$ cat src/rtl/core/agsc_pkg.sv
// ----------------------------------------------------------------------------
// agsc_pkg: shared types and constants for the gear selector
// Holds the field widths, mode codes, register indexes and fixed-point constants.
// ----------------------------------------------------------------------------
package agsc_pkg;

  localparam int NumGears = 8;
  localparam int GearW    = 3;

  // input modes
  typedef enum logic [1:0] {
    MODE_UPDATE  = 2'd0,
    MODE_NEUTRAL = 2'd1,
    MODE_REVERSE = 2'd2,
    MODE_FORWARD = 2'd3
  } mode_t;

  // configuration register indexes
  localparam logic [1:0] REG_RATIO_LOW  = 2'd0;
  localparam logic [1:0] REG_RATIO_HIGH = 2'd1;
  localparam logic [1:0] REG_GEAR_COUNT = 2'd2;

  // Q16.20 constants
  localparam logic signed [35:0] ONE_Q20   = 36'sd1048576;
  localparam logic signed [35:0] HALF_Q20  = 36'sd524288;
  localparam logic signed [35:0] THREE_Q20 = 36'sd3145728;
  localparam logic [31:0]        TICKS_ONE = 32'd1024;

  // divider request / response between the sequencer and the divider
  typedef struct packed {
    logic        start;
    logic [37:0] den;
  } div_req_t;

  typedef struct packed {
    logic        done;
    logic [31:0] quot;
  } div_rsp_t;

endpackage

$ cat src/rtl/core/agsc_div.sv
// ----------------------------------------------------------------------------
// agsc_div: restoring divider for 2^30 / den
// One quotient bit per cycle, 31 quotient bits per division.
// ----------------------------------------------------------------------------
module agsc_div
  import agsc_pkg::*;
(
  input  logic     clk,
  input  logic     rst_n,
  input  div_req_t req,
  output div_rsp_t rsp
);

  logic [37:0] rem_r, rem_nxt;
  logic [37:0] den_r;
  logic [30:0] quot_r;
  logic [4:0]  cnt_r;
  logic        busy_r;
  logic        done_r;
  logic [38:0] trial;

  // shift in the next dividend bit (only bit 30 of 2^30 is set)
  assign rem_nxt = {rem_r[36:0], (cnt_r == 5'd30)};
  assign trial   = {1'b0, rem_nxt} - {1'b0, den_r};

  // one bit per step
  always_ff @(posedge clk) begin
    if (!rst_n) begin
      busy_r <= 1'b0;
      done_r <= 1'b0;
      cnt_r  <= '0;
    end else begin
      done_r <= busy_r && !req.start && (cnt_r == 5'd0);
      if (req.start) begin
        busy_r <= 1'b1;
        cnt_r  <= 5'd30;
        rem_r  <= '0;
        den_r  <= req.den;
        quot_r <= '0;
      end else if (busy_r) begin
        if (!trial[38]) begin
          rem_r  <= trial[37:0];
          quot_r <= {quot_r[29:0], 1'b1};
        end else begin
          rem_r  <= rem_nxt;
          quot_r <= {quot_r[29:0], 1'b0};
        end
        if (cnt_r == 5'd0) begin
          busy_r <= 1'b0;
        end else begin
          cnt_r <= cnt_r - 5'd1;
        end
      end
    end
  end

  assign rsp.done = done_r;
  assign rsp.quot = {1'b0, quot_r};

endmodule

$ cat src/rtl/core/auto_gear_shift_controller_core.sv
// ----------------------------------------------------------------------------
// auto_gear_shift_controller_core: automatic gear selector
// Usage:
//   in_tuser carries the mode and in_tdata the speed and now_time of a beat.
//   out_tdata returns one result per item: changed, engaged gear, target gear,
//   no_match. cfg_* writes the ratio tables and gear count; the user must do
//   so only while idle, as the block itself does not enforce it.
// Sequence:
//   a select item first checks the engaged ratio and gear 0, then one
//   table entry per cycle. An update takes upshift and then downshift
//   steps; each upshift waits on the shared 31-step divider, as does a
//   downshift below one half (others use the fixed one-second delay).
//   A new item is taken only once the result is loaded for output.
// Reset: ratios clear, gear count goes to 2, engaged/wanted gear and
//   deadline clear. No clearing pass.
// Stall: the result waits in the output register; the next item is taken
//   and worked on, and holds at its last step until the register is free.
// ----------------------------------------------------------------------------
module auto_gear_shift_controller_core
  import agsc_pkg::*;
(
  input  logic        clk,
  input  logic        rst_n,
  input  logic        in_tvalid,
  output logic        in_tready,
  input  logic [1:0]  in_tuser,   // mode[1:0]
  input  logic [47:0] in_tdata,   // speed[15:0], now_time[47:16]
  output logic        out_tvalid,
  input  logic        out_tready,
  output logic [7:0]  out_tdata,  // changed[0], engaged[3:1], target[6:4], no_match[7]
  input  logic        cfg_valid,
  output logic        cfg_ready,
  input  logic [1:0]  cfg_index,
  input  logic [63:0] cfg_data
);

  typedef enum logic [2:0] {
    S_IDLE, S_MUL, S_UPCHK, S_DNCHK, S_WAIT, S_FIN, S_SEL, S_OUT
  } state_t;

  state_t       state_r;
  logic [63:0]  tab_lo_r, tab_hi_r;
  logic [3:0]   gcount_r;
  logic [2:0]   cur_r, want_r, sel_r;
  logic [31:0]  dl_r, now_r;
  logic [15:0]  speed_r;
  logic [1:0]   mode_r;
  logic signed [35:0] p_r;
  logic         dir_up_r;
  logic [3:0]   idx_r;
  logic         chg_r, miss_r;
  logic [7:0]   out_r;
  logic         out_v_r;
  div_req_t     dreq;
  div_rsp_t     drsp;

  // ratio lookup for the selector index
  function automatic logic signed [15:0] ratio_of(input logic [2:0] g,
                                                  input logic [63:0] lo,
                                                  input logic [63:0] hi);
    logic [63:0] w;
    begin
      w = g[2] ? hi : lo;
      ratio_of = w[{g[1:0], 4'd0} +: 16];
    end
  endfunction

  function automatic logic ratio_fits(input logic signed [15:0] r, input logic [1:0] k);
    begin
      case (k)
        MODE_NEUTRAL: ratio_fits = (r >= -16'sd4) && (r <= 16'sd4);
        MODE_REVERSE: ratio_fits = r[15];
        default:      ratio_fits = !r[15] && (r != 16'sd0);
      endcase
    end
  endfunction

  // signed later: a strictly after b
  function automatic logic later(input logic [31:0] a, input logic [31:0] b);
    logic [31:0] d;
    begin
      d = a - b;
      later = (d != 32'd0) && !d[31];
    end
  endfunction

  logic [3:0] cnt_used;
  assign cnt_used = (gcount_r < 4'd2) ? 4'd2 :
                    (gcount_r > 4'(NumGears)) ? 4'(NumGears) : gcount_r;

  logic signed [15:0] r_sel, r_cur, r_idx;
  assign r_sel = ratio_of(sel_r, tab_lo_r, tab_hi_r);
  assign r_cur = ratio_of(cur_r, tab_lo_r, tab_hi_r);
  assign r_idx = ratio_of(idx_r[2:0], tab_lo_r, tab_hi_r);

  logic up_go, dn_go;
  logic signed [38:0] p5;
  assign p5    = 39'(p_r) + (39'(p_r) <<< 2);
  assign up_go = ({1'b0, sel_r} < cnt_used - 4'd1) && (p_r >= ONE_Q20);
  assign dn_go = (sel_r > 3'd1) && (p5 <= 39'(THREE_Q20));

  logic signed [37:0] den_up, den_dn;
  assign den_up = (38'(p_r) <<< 2) - 38'(THREE_Q20);
  assign den_dn = 38'(THREE_Q20) - (38'(p_r) <<< 2);

  logic [2:0] step_g;
  logic [31:0] ticks_dn_fix;
  assign step_g       = dir_up_r ? sel_r + 3'd1 : sel_r - 3'd1;
  assign ticks_dn_fix = TICKS_ONE;

  // apply one shift request
  logic [2:0]  want_req;
  logic [31:0] dl_req;
  always_comb begin
    logic [31:0] ch;
    logic keep;
    ch   = now_r + (drsp.done ? drsp.quot : ticks_dn_fix);
    keep = dir_up_r ? (want_r >= step_g) : (want_r <= step_g);
    want_req = want_r;
    dl_req   = dl_r;
    if (keep) begin
      if (later(dl_r, ch)) dl_req = ch;
    end else begin
      want_req = step_g;
      dl_req   = ch;
    end
  end

  // divider request
  always_comb begin
    dreq.den   = dir_up_r ? den_up : den_dn;
    dreq.start = 1'b0;
    if (state_r == S_UPCHK && up_go) dreq.start = 1'b1;
    if (state_r == S_DNCHK && dn_go && (p_r < HALF_Q20)) dreq.start = 1'b1;
  end

  agsc_div u_div (.clk(clk), .rst_n(rst_n), .req(dreq), .rsp(drsp));

  assign in_tready  = (state_r == S_IDLE);
  assign cfg_ready  = 1'b1;
  assign out_tvalid = out_v_r;
  assign out_tdata  = out_r;

  // sequencer
  always_ff @(posedge clk) begin
    if (!rst_n) begin
      state_r  <= S_IDLE;
      tab_lo_r <= '0;
      tab_hi_r <= '0;
      gcount_r <= 4'd2;
      cur_r    <= '0;
      want_r   <= '0;
      dl_r     <= '0;
      out_v_r  <= 1'b0;
      dir_up_r <= 1'b1;
    end else begin
      if (cfg_valid) begin
        case (cfg_index)
          REG_RATIO_LOW:  tab_lo_r <= cfg_data;
          REG_RATIO_HIGH: tab_hi_r <= cfg_data;
          REG_GEAR_COUNT: gcount_r <= cfg_data[3:0];
          default: ;
        endcase
      end
      // result register: load when free, clear once taken
      if (state_r == S_OUT && (!out_v_r || out_tready)) out_v_r <= 1'b1;
      else if (out_v_r && out_tready) out_v_r <= 1'b0;
      case (state_r)
        S_IDLE: if (in_tvalid && in_tready) begin
          mode_r  <= in_tuser;
          speed_r <= in_tdata[15:0];
          now_r   <= in_tdata[47:16];
          chg_r   <= 1'b0;
          miss_r  <= 1'b0;
          idx_r   <= '0;
          sel_r   <= (cur_r == 3'd0) ? 3'd1 : cur_r;
          dir_up_r <= 1'b1;
          state_r <= (in_tuser == MODE_UPDATE) ? S_MUL : S_SEL;
        end
        S_MUL: begin
          p_r     <= 36'($signed({1'b0, speed_r}) * r_sel);
          state_r <= dir_up_r ? S_UPCHK : S_DNCHK;
        end
        S_UPCHK: begin
          if (up_go) state_r <= S_WAIT;
          else begin
            dir_up_r <= 1'b0;
            state_r  <= S_DNCHK;
          end
        end
        S_DNCHK: begin
          if (!dn_go) state_r <= S_FIN;
          else if (p_r < HALF_Q20) state_r <= S_WAIT;
          else begin
            want_r  <= want_req;
            dl_r    <= dl_req;
            sel_r   <= step_g;
            state_r <= S_MUL;
          end
        end
        S_WAIT: if (drsp.done) begin
          want_r  <= want_req;
          dl_r    <= dl_req;
          sel_r   <= step_g;
          state_r <= S_MUL;
        end
        S_FIN: begin
          if (want_r != cur_r && !later(dl_r, now_r)) begin
            cur_r <= want_r;
            chg_r <= 1'b1;
          end
          state_r <= S_OUT;
        end
        // first pass checks the engaged ratio and entry zero, then scans on
        S_SEL: begin
          if (idx_r == 4'd0 && ratio_fits(r_cur, mode_r)) state_r <= S_OUT;
          else if (idx_r >= cnt_used) begin
            miss_r  <= 1'b1;
            state_r <= S_OUT;
          end else if (ratio_fits(r_idx, mode_r)) begin
            cur_r   <= idx_r[2:0];
            chg_r   <= 1'b1;
            state_r <= S_OUT;
          end else idx_r <= idx_r + 4'd1;
        end
        S_OUT: if (!out_v_r || out_tready) begin
          out_r   <= {miss_r, want_r, cur_r, chg_r};
          state_r <= S_IDLE;
        end
        default: state_r <= S_IDLE;
      endcase
    end
  end

  // checks
  a_no_accept_busy: assert property (@(posedge clk) disable iff (!rst_n)
    (state_r != S_IDLE) |-> !in_tready) else $error("accept while busy");
  a_out_from_out: assert property (@(posedge clk) disable iff (!rst_n)
    $rose(out_v_r) |-> $past(state_r) == S_OUT) else $error("stray result");
  a_miss_no_chg: assert property (@(posedge clk) disable iff (!rst_n)
    out_v_r |-> !(out_r[0] && out_r[7])) else $error("changed with no match");

endmodule

$ cat config.mk
export PLATFORM = sky130hd
export DESIGN_NAME = auto_gear_shift_controller_core
export DESIGN_NICKNAME = d
export VERILOG_FILES = /design/src/rtl/core/agsc_pkg.sv /design/src/rtl/core/agsc_div.sv /design/src/rtl/core/auto_gear_shift_controller_core.sv
export SDC_FILE = /design/constraint.sdc
export NUM_CORES = 2
export LEC_CHECK = 0
export ABC_CLOCK_PERIOD_IN_PS = 10950
export BUFFER_PORTS_ARGS = -buffer_cell sky130_fd_sc_hd__buf_4
export CORE_ASPECT_RATIO = 0.5
export CORE_MARGIN = 8
export CORE_UTILIZATION = 60
export DETAILED_ROUTE_END_ITERATION = 16
export PLACE_DENSITY = 0.78
export SKIP_LAST_GASP = 1
export SYNTH_ARGS = -nofsm -noshare
export SYNTH_HDL_FRONTEND = slang
export SYNTH_HIERARCHICAL = 1
export SYNTH_SLANG_ARGS = --single-unit
$ cat constraint.sdc
create_clock -name clk -period 10.95 [get_ports clk]
set_input_delay 0 -clock clk [delete_from_list [all_inputs] [get_ports clk]]
set_output_delay 0 -clock clk [all_outputs]
set_load 0.05 [all_outputs]
# --- Word level (Yosys, flattened, before mapping) ---
# Cells that the tools add are included.
classes:
  addsub: 12
  multipliers: 1
  magnitude_cmp: 14
  eq_ne: 27
  n_shift: 3
  n_mux: 82
  bitwise: 2
  reduce_logical: 63
ops:
  columns: ["operator", "count"]
  rows:
  - ["64-bit 2-to-1 mux", 3]
  - ["64-bit by 7-bit variable part select with 16-bit output", 3]
  - ["32-bit 2-to-1 mux", 5]
  - ["37-bit 2-to-1 mux", 2]
  - ["3-bit 2-to-1 mux", 24]
  - ["32-bit one-hot mux with 2 select lines", 1]
  - ["32-bit nonzero test", 2]
  - ["32-bit subtractor", 2]
  - ["31-bit 2-to-1 mux", 2]
  - ["39-bit by 23-bit <= comparator with 1-bit output, second input constant", 1]
  - ["38-bit by 38-bit subtractor with 39-bit output", 1]
  - ["38-bit 2-to-1 mux", 1]
  - ["33-bit by 35-bit adder with 36-bit output", 1]
  - ["23-bit by 35-bit subtractor with 36-bit output, first input constant", 1]
  - ["35-bit by 23-bit subtractor with 36-bit output, second input constant", 1]
  - ["33-bit by 22-bit greater-or-equal comparator with 1-bit output, second input constant", 1]
  - ["33-bit by 21-bit < comparator with 1-bit output, second input constant", 1]
  - ["17-bit by 16-bit multiplier with 33-bit output", 1]
  - ["32-bit by 31-bit adder with 32-bit output", 1]
  - ["16-bit by 3-bit greater-or-equal comparator with 1-bit output, second input constant", 2]
  - ["16-bit by 4-bit <= comparator with 1-bit output, second input constant", 2]
  - ["16-bit nonzero test", 2]
  - ["1-bit 2-to-1 mux", 25]
  - ["4-bit 2-to-1 mux", 6]
  - ["other kinds (46)", 113]
word_totals:
  regBits: 388
  in_bits: 121
  out_inout_bits: 11

# --- Depth between registers and ports, before layout ---
depth:
  word_depth: 15
  depth_mapped: 32
  depth_no_buf: 29

# --- Hierarchy ---
# The synthesis kept the hierarchy.
modules_own_cells:
  columns: ["module", "n_inst", "cells_per_inst", "area_each_um2"]
  rows:
  - ["auto_gear_shift_controller_core", 1, 3561, 30401.7]
  - ["agsc_div", 1, 634, 6683.9]

# --- Least setup slack after synthesis ---
# Ideal clock, no wire load.
synth_timing:
  path_type: "flip-flop to flip-flop"
  startpoint: "register sel_r[0]"
  endpoint: "register p_r[31] (data pin)"
  setup_ps: 264
  t_arrival_ps: 8206
  required_time_ps: 10686
  setup_slack_ps: 2480
  path_stages_with_launch: 30
  period_less_slack_ps: 8470
  path_cell_list: "edfxtp_1 -> clkbuf_1 -> buf_1 -> mux4_2 -> mux2i_1 -> clkbuf_1 -> nor2b_1 -> fa_1 -> inv_1 -> fa_1 -> fa_1 -> inv_1 -> fa_1 -> fa_1 -> inv_1 -> fa_1 -> inv_1 -> ha_1 -> a21o_1 -> a21o_1 -> a21oi_1 -> o21ai_0 -> o21ai_0 -> a21oi_1 -> o21ai_0 -> a211oi_1 -> o31ai_1 -> nor3_1 -> nor4_1 -> xnor2_1"
synth_between:
  elab_chain_len: 2
synth_lines:
  columns: ["item", "line", "rtl"]
  rows:
  - ["start: declaration", "auto_gear_shift_controller_core.sv:44", "logic [2:0] cur_r, want_r, sel_r;"]
  - ["start signal: assignment", "auto_gear_shift_controller_core.sv:176", "sel_r <= (cur_r == 3'd0) ? 3'd1 : cur_r;"]
  - ["start signal: assignment", "auto_gear_shift_controller_core.sv:197", "sel_r <= step_g;"]
  - ["start signal: assignment", "auto_gear_shift_controller_core.sv:204", "sel_r <= step_g;"]
  - ["64-bit by 7-bit variable part select with 16-bit output", "auto_gear_shift_controller_core.sv:64", "ratio_of = w[{g[1:0], 4'd0} +: 16];"]
  - ["17-bit by 16-bit multiplier with 33-bit output", "auto_gear_shift_controller_core.sv:181", "p_r <= 36'($signed({1'b0, speed_r}) * r_sel);"]
  - ["end signal: assignment", "auto_gear_shift_controller_core.sv:181", null]
  - ["end: declaration", "auto_gear_shift_controller_core.sv:48", "logic signed [35:0] p_r;"]
# No other way between the ends.
# A chain may end at the register's enable or synchronous reset.

# --- Worst setup path in the final report ---
layout_timing:
  startpoint: "register sel_r[2]"
  endpoint: "register p_r[30] (data pin)"
layout_between:
  elab_chain_len: 3
layout_lines:
  columns: ["item", "line", "rtl"]
  rows:
  - ["64-bit 2-to-1 mux", "auto_gear_shift_controller_core.sv:63", "w = g[2] ? hi : lo;"]
  - ["64-bit by 7-bit variable part select with 16-bit output", "auto_gear_shift_controller_core.sv:64", null]
  - ["17-bit by 16-bit multiplier with 33-bit output", "auto_gear_shift_controller_core.sv:181", null]
# No other way between the ends.

==> results.txt <==
Status - finished clean
Clk slew on worst S/H paths - 70 ps
Setup CP Type - flip-flop to flip-flop
Die Y - 192 um
Total GRT Usage - 0.288
Initial DRC count - 3431
Cell leakage power - 0.0177 uW
Top_reg_cell synth - edfxtp_1
Avg Inst Size Synth - 8.84 um2
Largest net degree at the start of global routing - 93
RSZ-0062 raised after global routing - false
Clk_skew - 28.8 ps
Int Pwr - 3750 uW
Clock sinks - 388
H-tree depth - 2
Seq cells post-synth - 388
Start point of the critical path - sel_r[2]
Top-Level Pins - 132
CORE AREA - 61100 um2
Die extent in x - 368 um
Setup TNS - 0 ps
Num rows - 64
Comb power frac - 0.454
GR Overflow Total - 0
Finish-stage setup viols - 0
YS warnings - 6
Seq/Total Area, Yosys - 0.265
Mapped Cells - 4195
Final core occ - 0.673
Max stage delay on crit path - 1150 ps
Mapped cell area - 37100 um2
Reg2reg path depth - 28
Reg-to-reg endpoint - p_r[30]
Fin nets - 4950
CP max-delay cell - edfxtp_1
Hold/Removal Path Class - input pin to flip-flop
Diodes inserted - 0
Share of layout cells above drive strength 1 - 0.0898
Reg2reg setup slack - 1990 ps
Total CTS buffers - 40
Sw Ratio - 0.407
Maximum VDD drop - 0.000107 V
Final WL - 104000 um
PD cells - 154 nW/um2
Global-route wire length before repair - 167000 um
Number of synthesized flops with an enable pin - 206
Final GP Congestion - 0.981
Via count - 32152
Period minus WS final - 8960 ps
Final antenna-violating net count - 0
Asr flop ratio synth - 0
Worst r2r src - sel_r[2]
CTS tree - yes
Relative slew slack - 0.145
Max clock buf depth - 3
Die footprint - 70500 um2
Sequential group share of total power - 0.306
Max Freq - 0.112 GHz
Cell variety after synth - 103
CP Max Fanout - 23
Root buf cell - clkbuf_16
Area Overhead vs Synth - 10.9%
Kind of capture point of the worst setup path - flip-flop
Critical Path Source Type - flip-flop
Initial antenna violation count - 0
Final Cycle Share - 0.819
Worst Max-Slew Pin Slew - 1270 ps
Final hold viol count - 0
PortBufs - 130
Vias/cell - 6.21
DR DRC count - 0
Fin. max-slew vios - 0
Net Sw Power - 2580 uW
Clk_lat worst skew - 580 ps
Clk network pwr share - 0.240
Setup crit end - p_r[30]
DP HPWL - 77300 um
Vias in the first global route - 31274
Max_cap viols - 0
WL per Instance - 20.1 um
Worst EP arrival - 9280 ps
CP Data Required Time - 11270 ps
First-pass iteration count of the detailed router - 6
Initial Utilization - 0.607
[area by class of cell]
class | instances | area (um2)
Tap cell | 825 | 1030
Clock buffer | 48 | 1120
Multi-Input combinational cell | 3176 | 24800
Fill cell | 4815 | 20000
Timing Repair Buffer | 283 | 2430
Clock inverter | 26 | 308
Sequential cell | 388 | 9830
Inverter | 433 | 1630
[how the worst min path moves through the flow]
stage	end	from	slack, ps	depth (start not counted)
final	speed_r[9]	in_tdata[9]	140	2
after global routing	now_r[8]	in_tdata[24]	140	2
after floorplan	mode_r[0]	in_tuser[0]	100	0
after global placement	now_r[0]	in_tdata[16]	180	1
after CTS	speed_r[10]	in_tdata[10]	110	2
after detailed placement	now_r[19]	in_tdata[35]	180	1
[flip-flops by register name (all words and copies together) (netlist names), 2 cells and up]
register	cells
mode_r	2
u_div/quot_r	31
cur_r	3
want_r	3
state_r	3
p_r	33
now_r	32
tab_hi_r	64
speed_r	16
u_div/cnt_r	5
u_div/rem_r	37
idx_r	4
sel_r	3
out_tdata	8
dl_r	32
gcount_r	4
u_div/den_r	38
tab_lo_r	64
[through the flow]
step	hold slack, ps	std cells	worst slack [ps]	area [um2]	total power, uW
2_1_floorplan	98.9	4196	2480	37100	4000
3_3_place_gp	178	4982	2260	38400	4660
3_5_place_dp	179	4982	2090	38400	4730
4_1_cts	112	5179	2070	41100	6300
5_1_grt	136	5179	1440	41100	6710
6_report	137	5179	1990	41100	6320
[cell usage after synthesis (all sizes together), types with 80 or more instances]
cell type / count / area, um2
a21oi: 365 / 1840
nor2b: 104 / 651
ha: 308 / 3850
xnor2: 97 / 850
o21ai: 155 / 783
a21o: 80 / 602
inv: 431 / 1620
nand2: 590 / 2220
nand3: 93 / 465
edfxtp: 206 / 6190
nor2: 183 / 687
clkbuf: 148 / 601
mux4: 90 / 2030
fa: 199 / 3980
nor3: 94 / 470
dfxtp: 182 / 3640
and2: 131 / 821
[worst max-delay path, delay by kind of cell (launching register included)]
kind	cells	cell delay (ps)
compound gates	9	2420
xor+xnor	1	80
fa+ha+maj	7	3050
buf+inv	6	680
flops	1	1150
mux	1	340
simple gates	4	980
[cell families after synthesis]
logic type	count (synthesis)	share of synthesized area
AND/OR/NAND/NOR	1406	0.182
AO/OA/AOI/OAI	954	0.166
buffers and inverters	632	0.0683
adder cells (fa/ha/maj)	507	0.211
flip-flops	388	0.265
XOR/XNOR	160	0.0378
multiplexers	145	0.0697
other	3	0.000304
[layer usage]
| metal | share of wire | GRT usage | vias up | wire [um] |
|---|---|---|---|---|
| met3 | 0.089 | 0.0480 | 191 | 9200 |
| met4 | 0.026 | 0.0729 | 0 | 2730 |
| met5 | 0 | 0 | - | 0 |
| li1 | - | - | 14949 | - |
| met1 | 0.44 | 0.405 | 15572 | 45500 |
| met2 | 0.45 | 0.463 | 1440 | 46500 |
[layout by cell type, fill, tap and decap left out, types with 90 or more instances in the layout]
cell	synthesis	layout
nand2_1	589	588
xnor2_1	97	97
dfxtp_1	182	180
a21oi_1	361	360
edfxtp_1	206	206
o21ai_0	139	139
ha_1	308	308
nor3_1	94	93
nor2b_1	104	104
fa_1	199	199
mux4_2	90	90
dlygate4sd3_1	0	123
inv_1	429	428
and2_1	130	130
nor2_1	183	182
buf_4	8	160
nand3_1	93	93
[repair_timing]
| item | in CTS | in global routing |
|---|---|---|
| resized for setup | 0 | 0 |
| endpoints found under the setup margin | 0 | 0 |
| buffers inserted | 0 | 0 |
| endpoints found under the hold margin | 220 | 0 |
| hold buffers | 123 | 0 |
[power by group through the flow]
stage                     clock network [uW]  registers [uW]  logic, uW
final                                   1520            1940       2870
after global routing                    1580            1950       3180
after CTS                               1530            1930       2840
after detailed placement                   0            1960       2770
after global placement                     0            1950       2710
after floorplan                            0            1840       2160
(Power assumes the default switching activity.)
